$ cat config.mk
export PLATFORM = sky130hd
export DESIGN_NAME = sorted_node_key_router_top
export DESIGN_NICKNAME = d
export VERILOG_FILES = /design/src/rtl/snkr_pkg.sv /design/src/rtl/snkr_fifo.sv /design/src/rtl/snkr_front.sv /design/src/rtl/snkr_back.sv /design/src/rtl/sorted_node_key_router_top.sv
export SDC_FILE = /design/constraint.sdc
export NUM_CORES = 2
export LEC_CHECK = 0
export BUFFER_PORTS_ARGS = -buffer_cell sky130_fd_sc_hd__buf_2
export CELL_PAD_IN_SITES_DETAIL_PLACEMENT = 0
export CELL_PAD_IN_SITES_GLOBAL_PLACEMENT = 1
export CORE_ASPECT_RATIO = 1.5
export CORE_MARGIN = 2
export CORE_UTILIZATION = 49
export DETAILED_ROUTE_END_ITERATION = 10
export GPL_TIMING_DRIVEN = 0
export PLACE_DENSITY = 0.79
export SLEW_MARGIN = 20
export SYNTH_ARGS = -nofsm -noshare
export SYNTH_HDL_FRONTEND = slang
export SYNTH_SLANG_ARGS = --single-unit
$ cat constraint.sdc
create_clock -name clock -period 25.6 [get_ports clock]
set_input_delay 5.12 -clock clock [delete_from_list [all_inputs] [get_ports clock]]
set_output_delay 5.12 -clock clock [all_outputs]
set_load 0.02 [all_outputs]
$ cat src/rtl/snkr_pkg.sv
// Shared types and constants of the sorted node key router.
package snkr_pkg;

   localparam int CMD_W    = 2;
   localparam int KEY_W    = 32;
   localparam int CHILD_W  = 32;
   localparam int IDX_W    = 5;
   localparam int POS_W    = 5;
   localparam int STATUS_W = 2;

   // Depth of the command queue and of the result queue
   localparam int CMD_Q_DEPTH = 2;
   localparam int RSP_Q_DEPTH = 2;

   typedef enum logic [CMD_W-1:0] {
      CMD_INIT   = 2'd0,
      CMD_LOOKUP = 2'd1,
      CMD_INSERT = 2'd2,
      CMD_READ   = 2'd3
   } command_type;

   typedef enum logic [STATUS_W-1:0] {
      STATUS_OK    = 2'd0,
      STATUS_FULL  = 2'd1,
      STATUS_RANGE = 2'd2
   } status_type;

   // Decoded command as it waits between front and back
   typedef struct packed {
      logic               is_init;
      logic               is_lookup;
      logic               is_insert;
      logic               is_read;
      logic [KEY_W-1:0]   key;
      logic [CHILD_W-1:0] child;
      logic [IDX_W-1:0]   index;
   } op_type;

   // One result transaction
   typedef struct packed {
      logic [CHILD_W-1:0] found_child;
      logic [POS_W-1:0]   position;
      logic [POS_W-1:0]   key_count;
      status_type         status;
   } rsp_type;

endpackage

$ cat src/rtl/snkr_fifo.sv
// Small first-in first-out queue of fixed-width words.
module snkr_fifo #(
   parameter int WIDTH = 8,
   parameter int DEPTH = 2
) (
   input  logic             clock,
   input  logic             reset,
   input  logic             push,
   input  logic [WIDTH-1:0] push_data,
   output logic             full,
   input  logic             pop,
   output logic [WIDTH-1:0] pop_data,
   output logic             empty
);

   localparam int PTR_W = (DEPTH > 1) ? $clog2(DEPTH) : 1;
   localparam int CNT_W = $clog2(DEPTH + 1);

   logic [WIDTH-1:0] slot_ff [DEPTH];
   logic [PTR_W-1:0] wr_ptr_ff, wr_ptr_in;
   logic [PTR_W-1:0] rd_ptr_ff, rd_ptr_in;
   logic [CNT_W-1:0] fill_ff, fill_in;
   logic             do_push, do_pop;

   assign full     = (fill_ff == CNT_W'(DEPTH));
   assign empty    = (fill_ff == '0);
   assign pop_data = slot_ff[rd_ptr_ff];
   assign do_push  = push && !full;
   assign do_pop   = pop && !empty;

   // Pointer and fill bookkeeping
   always_comb begin
      wr_ptr_in = wr_ptr_ff;
      rd_ptr_in = rd_ptr_ff;
      fill_in   = fill_ff;
      if (do_push) begin
         wr_ptr_in = (wr_ptr_ff == PTR_W'(DEPTH - 1)) ? '0 : wr_ptr_ff + 1'b1;
      end
      if (do_pop) begin
         rd_ptr_in = (rd_ptr_ff == PTR_W'(DEPTH - 1)) ? '0 : rd_ptr_ff + 1'b1;
      end
      if (do_push && !do_pop) begin
         fill_in = fill_ff + 1'b1;
      end else if (do_pop && !do_push) begin
         fill_in = fill_ff - 1'b1;
      end
   end

   always_ff @(posedge clock) begin
      if (reset) begin
         wr_ptr_ff <= '0;
         rd_ptr_ff <= '0;
         fill_ff   <= '0;
      end else begin
         wr_ptr_ff <= wr_ptr_in;
         rd_ptr_ff <= rd_ptr_in;
         fill_ff   <= fill_in;
      end
   end

   // Storage, no reset needed
   always_ff @(posedge clock) begin
      if (do_push) begin
         slot_ff[wr_ptr_ff] <= push_data;
      end
   end

endmodule

$ cat src/rtl/snkr_front.sv
// Front end: accepts request transactions, decodes them and queues them.
module snkr_front (
   input  logic                         clock,
   input  logic                         reset,
   input  logic [snkr_pkg::CMD_W-1:0]   req_command,
   input  logic [snkr_pkg::KEY_W-1:0]   req_search_key,
   input  logic [snkr_pkg::CHILD_W-1:0] req_child_id,
   input  logic [snkr_pkg::IDX_W-1:0]   req_child_index,
   input  logic                         push,
   output logic                         full,
   output snkr_pkg::op_type             op,
   output logic                         op_valid,
   input  logic                         op_take
);
   import snkr_pkg::*;

   op_type                  dec_op;
   logic [$bits(op_type)-1:0] q_out;
   logic                    q_empty;

   // Command decode
   always_comb begin
      dec_op.is_init   = 1'b0;
      dec_op.is_lookup = 1'b0;
      dec_op.is_insert = 1'b0;
      dec_op.is_read   = 1'b0;
      dec_op.key       = req_search_key;
      dec_op.child     = req_child_id;
      dec_op.index     = req_child_index;
      case (command_type'(req_command))
         CMD_INIT:   dec_op.is_init   = 1'b1;
         CMD_LOOKUP: dec_op.is_lookup = 1'b1;
         CMD_INSERT: dec_op.is_insert = 1'b1;
         CMD_READ:   dec_op.is_read   = 1'b1;
         default:    dec_op.is_read   = 1'b1;
      endcase
   end

   // Command queue toward the node
   snkr_fifo #(
      .WIDTH ($bits(op_type)),
      .DEPTH (CMD_Q_DEPTH)
   ) u_cmd_q (
      .clock     (clock),
      .reset     (reset),
      .push      (push),
      .push_data (dec_op),
      .full      (full),
      .pop       (op_take),
      .pop_data  (q_out),
      .empty     (q_empty)
   );

   assign op       = op_type'(q_out);
   assign op_valid = !q_empty;

endmodule

$ cat src/rtl/snkr_back.sv
// Back end: key/child cells, search, shift-insert; one op per cycle on rsp_space.
module snkr_back #(
   parameter int SLOTS = 16
) (
   input  logic              clock,
   input  logic              reset,
   input  snkr_pkg::op_type  op,
   input  logic              op_valid,
   output logic              op_take,
   input  logic              rsp_space,
   output snkr_pkg::rsp_type rsp,
   output logic              rsp_valid
);
   import snkr_pkg::*;

   localparam int CNT_W = $clog2(SLOTS + 1);

   logic [KEY_W-1:0]   keys_ff     [SLOTS];
   logic [KEY_W-1:0]   keys_in     [SLOTS];
   logic [CHILD_W-1:0] children_ff [SLOTS+1];
   logic [CHILD_W-1:0] children_in [SLOTS+1];
   logic [CNT_W-1:0]   count_ff, count_in;

   logic [SLOTS-1:0]   le_key;
   logic [CNT_W-1:0]   pos;
   logic [CNT_W-1:0]   rd_addr;
   logic [CHILD_W-1:0] child_rd;
   logic [31:0]        idx_wide, pos_wide, cnt_wide;
   logic               node_full, range_bad, fire;

   assign fire      = op_valid && rsp_space;
   assign op_take   = fire;
   assign rsp_valid = fire;

   // Compare cells: stored key at or below the search key
   always_comb begin
      for (int i = 0; i < SLOTS; i++) begin
         le_key[i] = (CNT_W'(i) < count_ff) && (keys_ff[i] <= op.key);
      end
   end

   // Upper bound: first cell that is not at or below the key
   always_comb begin
      pos = CNT_W'(SLOTS);
      for (int i = SLOTS - 1; i >= 0; i--) begin
         if (!le_key[i]) begin
            pos = CNT_W'(i);
         end
      end
   end

   assign node_full = (count_ff == CNT_W'(SLOTS));
   assign idx_wide  = 32'(op.index);
   assign pos_wide  = 32'(pos);
   assign range_bad = idx_wide > 32'(count_ff);
   assign rd_addr   = op.is_read ? idx_wide[CNT_W-1:0] : pos;
   assign child_rd  = children_ff[rd_addr];

   // Next node contents
   always_comb begin
      keys_in     = keys_ff;
      children_in = children_ff;
      count_in    = count_ff;
      if (fire && op.is_init) begin
         count_in       = '0;
         children_in[0] = op.child;
      end else if (fire && op.is_insert && !node_full) begin
         for (int i = 0; i < SLOTS; i++) begin
            if (32'(i) == pos_wide) begin
               keys_in[i] = op.key;
            end else if (32'(i) > pos_wide) begin
               if (i > 0) begin
                  keys_in[i] = keys_ff[i-1];
               end
            end
         end
         for (int i = 0; i <= SLOTS; i++) begin
            if (32'(i) == pos_wide + 32'd1) begin
               children_in[i] = op.child;
            end else if (32'(i) > pos_wide + 32'd1) begin
               if (i > 0) begin
                  children_in[i] = children_ff[i-1];
               end
            end
         end
         count_in = count_ff + 1'b1;
      end
   end

   assign cnt_wide = 32'(count_in);

   // Result transaction
   always_comb begin
      rsp.found_child = '0;
      rsp.position    = '0;
      rsp.key_count   = cnt_wide[POS_W-1:0];
      rsp.status      = STATUS_OK;
      if (op.is_lookup) begin
         rsp.found_child = child_rd;
         rsp.position    = pos_wide[POS_W-1:0];
      end else if (op.is_insert) begin
         rsp.position = pos_wide[POS_W-1:0];
         if (node_full) begin
            rsp.status = STATUS_FULL;
         end
      end else if (op.is_read) begin
         if (range_bad) begin
            rsp.status = STATUS_RANGE;
         end else begin
            rsp.found_child = child_rd;
         end
      end
   end

   always_ff @(posedge clock) begin
      if (reset) begin
         count_ff <= '0;
      end else begin
         count_ff <= count_in;
      end
   end

   // Key and child cells, no reset
   always_ff @(posedge clock) begin
      keys_ff     <= keys_in;
      children_ff <= children_in;
   end

endmodule

$ cat src/rtl/sorted_node_key_router_top.sv
// Top level of the sorted node key router (one B+ tree internal node).
//
// Request side is a queue: drive req_* with push high; the transaction is
// taken at a clock edge where full is low. Commands: init node, lookup key,
// insert key and child, read child at index.
// Result side is a queue too: while empty is low the oldest result is on
// rsp_*; it is taken at a clock edge where pop is high.
// A taken request waits in the command queue until the result queue has
// space; then the node cells update and the result enters the result queue
// at the same edge. The node takes one transaction per cycle while the
// result queue has space: its compare cells find the upper-bound position
// and the key and child cells shift at the edge where the op is taken.
// When the receiver stalls, up to two results wait in the result queue and
// two more commands in the command queue; then full rises.
// Reset clears the key count and both queues; key and child storage holds
// no defined value until written, so an init should come first.
module sorted_node_key_router_top #(
   parameter int SLOTS = 16
) (
   input  logic                          clock,
   input  logic                          reset,
   input  logic [snkr_pkg::CMD_W-1:0]    req_command,
   input  logic [snkr_pkg::KEY_W-1:0]    req_search_key,
   input  logic [snkr_pkg::CHILD_W-1:0]  req_child_id,
   input  logic [snkr_pkg::IDX_W-1:0]    req_child_index,
   input  logic                          push,
   output logic                          full,
   output logic [snkr_pkg::CHILD_W-1:0]  rsp_found_child,
   output logic [snkr_pkg::POS_W-1:0]    rsp_position,
   output logic [snkr_pkg::POS_W-1:0]    rsp_key_count,
   output logic [snkr_pkg::STATUS_W-1:0] rsp_status,
   output logic                          empty,
   input  logic                          pop
);
   import snkr_pkg::*;

   op_type                     op;
   logic                       op_valid;
   logic                       op_take;
   rsp_type                    rsp;
   logic                       rsp_valid;
   logic                       rsp_q_full;
   logic [$bits(rsp_type)-1:0] rsp_q_out;
   rsp_type                    rsp_head;

   // Accept and decode
   snkr_front u_front (
      .clock           (clock),
      .reset           (reset),
      .req_command     (req_command),
      .req_search_key  (req_search_key),
      .req_child_id    (req_child_id),
      .req_child_index (req_child_index),
      .push            (push),
      .full            (full),
      .op              (op),
      .op_valid        (op_valid),
      .op_take         (op_take)
   );

   // Node cells and execution
   snkr_back #(
      .SLOTS (SLOTS)
   ) u_back (
      .clock     (clock),
      .reset     (reset),
      .op        (op),
      .op_valid  (op_valid),
      .op_take   (op_take),
      .rsp_space (!rsp_q_full),
      .rsp       (rsp),
      .rsp_valid (rsp_valid)
   );

   // Result queue
   snkr_fifo #(
      .WIDTH ($bits(rsp_type)),
      .DEPTH (RSP_Q_DEPTH)
   ) u_rsp_q (
      .clock     (clock),
      .reset     (reset),
      .push      (rsp_valid),
      .push_data (rsp),
      .full      (rsp_q_full),
      .pop       (pop),
      .pop_data  (rsp_q_out),
      .empty     (empty)
   );

   assign rsp_head        = rsp_type'(rsp_q_out);
   assign rsp_found_child = rsp_head.found_child;
   assign rsp_position    = rsp_head.position;
   assign rsp_key_count   = rsp_head.key_count;
   assign rsp_status      = rsp_head.status;

endmodule
==> impl_metrics.yaml <==
power_and_ir_drop:
  p_leak_nw: 31.79
  ir_drop_uv: 97.25
  power_density_nw_per_um2: 106.7
  comb_power_share_pct: 40.7
  p_int_w: 0.005377
  p_seq_share_pct: 36.3
  swShare_pct: 40.79
  pwr-share-clk_pct: 23.0
  switchingPower_w: 0.003704
setup_path:
  path_max_fanout: 25
  cp.arrival_ps: 13300
  critical_path_required_ps: 26140
  worst_setup_path_start_kind: "flop"
  crit_top_cell: "a21oi_1"
  crit_type: "reg2reg"
  crit_slowest_cell: "nor4_1"
  worstSetupEndpointType: "flop"
  cpPeakStageDelay_ps: 1140
place:
  dpl.hpwl_um: 250000
  portBuffers: 120
  placed_area_um2: 80540
  routabilityCongestion: 1.033
finish:
  final_util_pct: 55.59
  area_growth_syn_to_layout_pct: 12.75
  drive_gt1_share_pct: 14.03
  stdcell_area_um2: 85070
  nFillCells: 13260
  nets: 7850
grt:
  grt_max_degree: 36
  grt_pass1_wl_um: 444800
  grt-ovfl-total: 0
  track_usage_pct: 40.12
  antenna_found_initial: 11
  grt_pass1_vias: 62570
die:
  die_area_um2: 157200
  fp.coreArea_um2: 153000
  ioPinCount: 121
  fp.dieW_um: 324.4
  start_util_pct: 49.30
  die_height_um: 484.6
  row_count: 176
sta:
  finalClockSkew_ps: 51.88
  period_needed_ps: 12760
  hold_viol_final: 0
  fin_crit_sh_pct: 49.86
  fin_setup_tns_ps: 0
  rsz0062_at_grt: "no"
  slew_headroom_pct: 12.66
  holdWs_ps: 504.6
  worst-slew-pin-transition_ps: 1310
  slew_viol_final: 0
  fmax_mhz: 78.35
  setup_violations: 0
yosys:
  yosysMostFrequentCell: "edfxtp_1"
  netlist_instances: 6896
  yosysSeqAreaShare_pct: 51.74
  yosys_warnings: 0
  async_flop_share_pct: 0
  yosys_most_used_dff: "edfxtp_1"
  synth-edff-count: 1290
  synth_top_cell_area_share_pct: 51.34
  synth_cell_types: 85
  yosys-top-cells-area: "edfxtp_1, ha_1, mux2_2, a21oi_1, o211ai_1"
  synth_nets: 7497
  ys_ff_latch: 1305
  avgSynthCellArea_um2: 10.94
  synth.largest_area_cell: "edfxtp_1"
  synthTopCellsByCount: "edfxtp_1, a21oi_1, nor2_1"
  synth_area_um2: 75450
flow_run:
  drv_cap: 0
route:
  ant_nets: 0
  vias: 61920
  first_pass_iters: 6
  routed_wirelength_um: 320600
  drc: 0
  drt_iter0_markers: 6876
  wl_per_cell_um: 34.10
  viasPerCell: 6.585
clocking:
  holdBufCountCts: 0
  cts-root-buf: "clkbuf_16"
  clkTransAtPathRegs_ps: 60
  insertion_delay_ps: 840
  htree_levels: 4
  cts_tree: "built"
  cts_sinks: 1305
  postCtsResizedCells: 0
  post_cts_buffers: 0
  numCtsBuffers: 137
  cts_buffer_depth: 3
status:
  outcome: "complete, no violations"
min_path:
  min_path_type: "reg2reg"
## power groups by stage
stage / Sequential [W] / Clock (W) / Combinational (W)
finish: 0.00330 / 0.00209 / 0.00369
global route: 0.00333 / 0.00216 / 0.00389
CTS: 0.00328 / 0.00209 / 0.00359
detailed placement: 0.00332 / 0 / 0.00357
global placement: 0.00338 / 0 / 0.00333
floorplan: 0.00324 / 0 / 0.00206
## per-layer routing
metal / global-route usage [%] / wire [um]
met3: 7.042 / 22330
met2: 68.48 / 155600
met5: 0 / 24
met1: 38.90 / 99880
met4: 44.75 / 42740
## critical path, delay by kind of cell, from the launching register on
kind                     cells  cell delay (ps)
buffers and inverters       10             4750
multiplexers                 1              700
AND/OR/NAND/NOR              8             4570
adder cells (fa/ha/maj)      2              450
flip-flops                   1              310
AO/OA/AOI/OAI                7             1620
## flip-flops by register name (all words and copies together), names as in the netlist, named ones only
name	cells
u_front.u_cmd_q.rd_ptr_ff	1
u_back.count_ff	5
u_rsp_q.slot_ff	88
u_rsp_q.fill_ff	2
u_rsp_q.rd_ptr_ff	1
u_back.keys_ff	512
u_front.u_cmd_q.slot_ff	146
u_rsp_q.wr_ptr_ff	1
u_front.u_cmd_q.fill_ff	2
u_front.u_cmd_q.wr_ptr_ff	1
u_back.children_ff	544
## path summary, 6_finish.rpt
kind         depth (start not counted)              start                       to  slack (ps)
max                                 28               flop  u_back.children_ff[435]       12840
min                                  2  u_rsp_q.rd_ptr_ff                     flop         500
max reg2reg                         28               flop  u_back.children_ff[435]       12840
min reg2reg                          2  u_rsp_q.rd_ptr_ff                     flop         500
## layout make-up
type                       instances  area (um^2)  area share, %
tap                             2047         2561          3.011
clock buffer                     166         3665          4.308
inverter                         128        480.5         0.5648
multi-input combinational       4971        34430          40.47
buffer                           492         1992          2.341
antenna                            5        12.51        0.01471
sequential                      1305        39040          45.89
timing repair buffer             214         2092          2.459
clock inverter                    74        799.5         0.9398
## cell usage in the layout, fill, tap and decap left out, types with 18 or more instances in the layout
master     synthesis  routed
a211oi_1          53      52
a21o_1            36      36
a21oi_1          681     668
a22oi_1           64      64
buf_1             38      27
buf_16             0      28
buf_2             49     180
buf_4              1      42
clkbuf_1         404     374
clkbuf_16          0     143
clkbuf_2           0      55
clkinv_1           0      26
clkinv_2           0      18
edfxtp_1        1290    1290
ha_1             526     526
inv_1            128     126
mux2_2           369     369
mux2i_1          244     244
nand2_1          525     525
nand2b_1         295     295
nand3_1          117     117
nand4_1          102     102
nor2_1           615     601
nor2b_1           20      20
nor3_1            64      53
nor4_1            30      26
o2111ai_1         22      21
o211ai_1         421     421
o21ai_0          443     440
or2_2             68      68
## cells by family after synthesis
kind of cell,Yosys count,share of synthesized area (%)
AOI/OAI and AO/OA,1901,15.47
xor gates and xnor gates,16,0.1857
DFF,1305,51.74
and+or+nand+nor,1904,11.80
muxes,624,8.908
buffers and inverters,620,3.171
adders and majority gates,526,8.722
## stage by stage
step | instances | total power (W) | setup WS, ps
after floorplan | 6896 | 0.005291 | 16460
after global placement | 9063 | 0.006701 | 8649
after detailed placement | 9155 | 0.006894 | 13340
after CTS | 9395 | 0.008961 | 13310
after global routing | 9400 | 0.009387 | 12820
final | 9402 | 0.009081 | 12840
No activity file was read; power rests on OpenSTA's default activity.
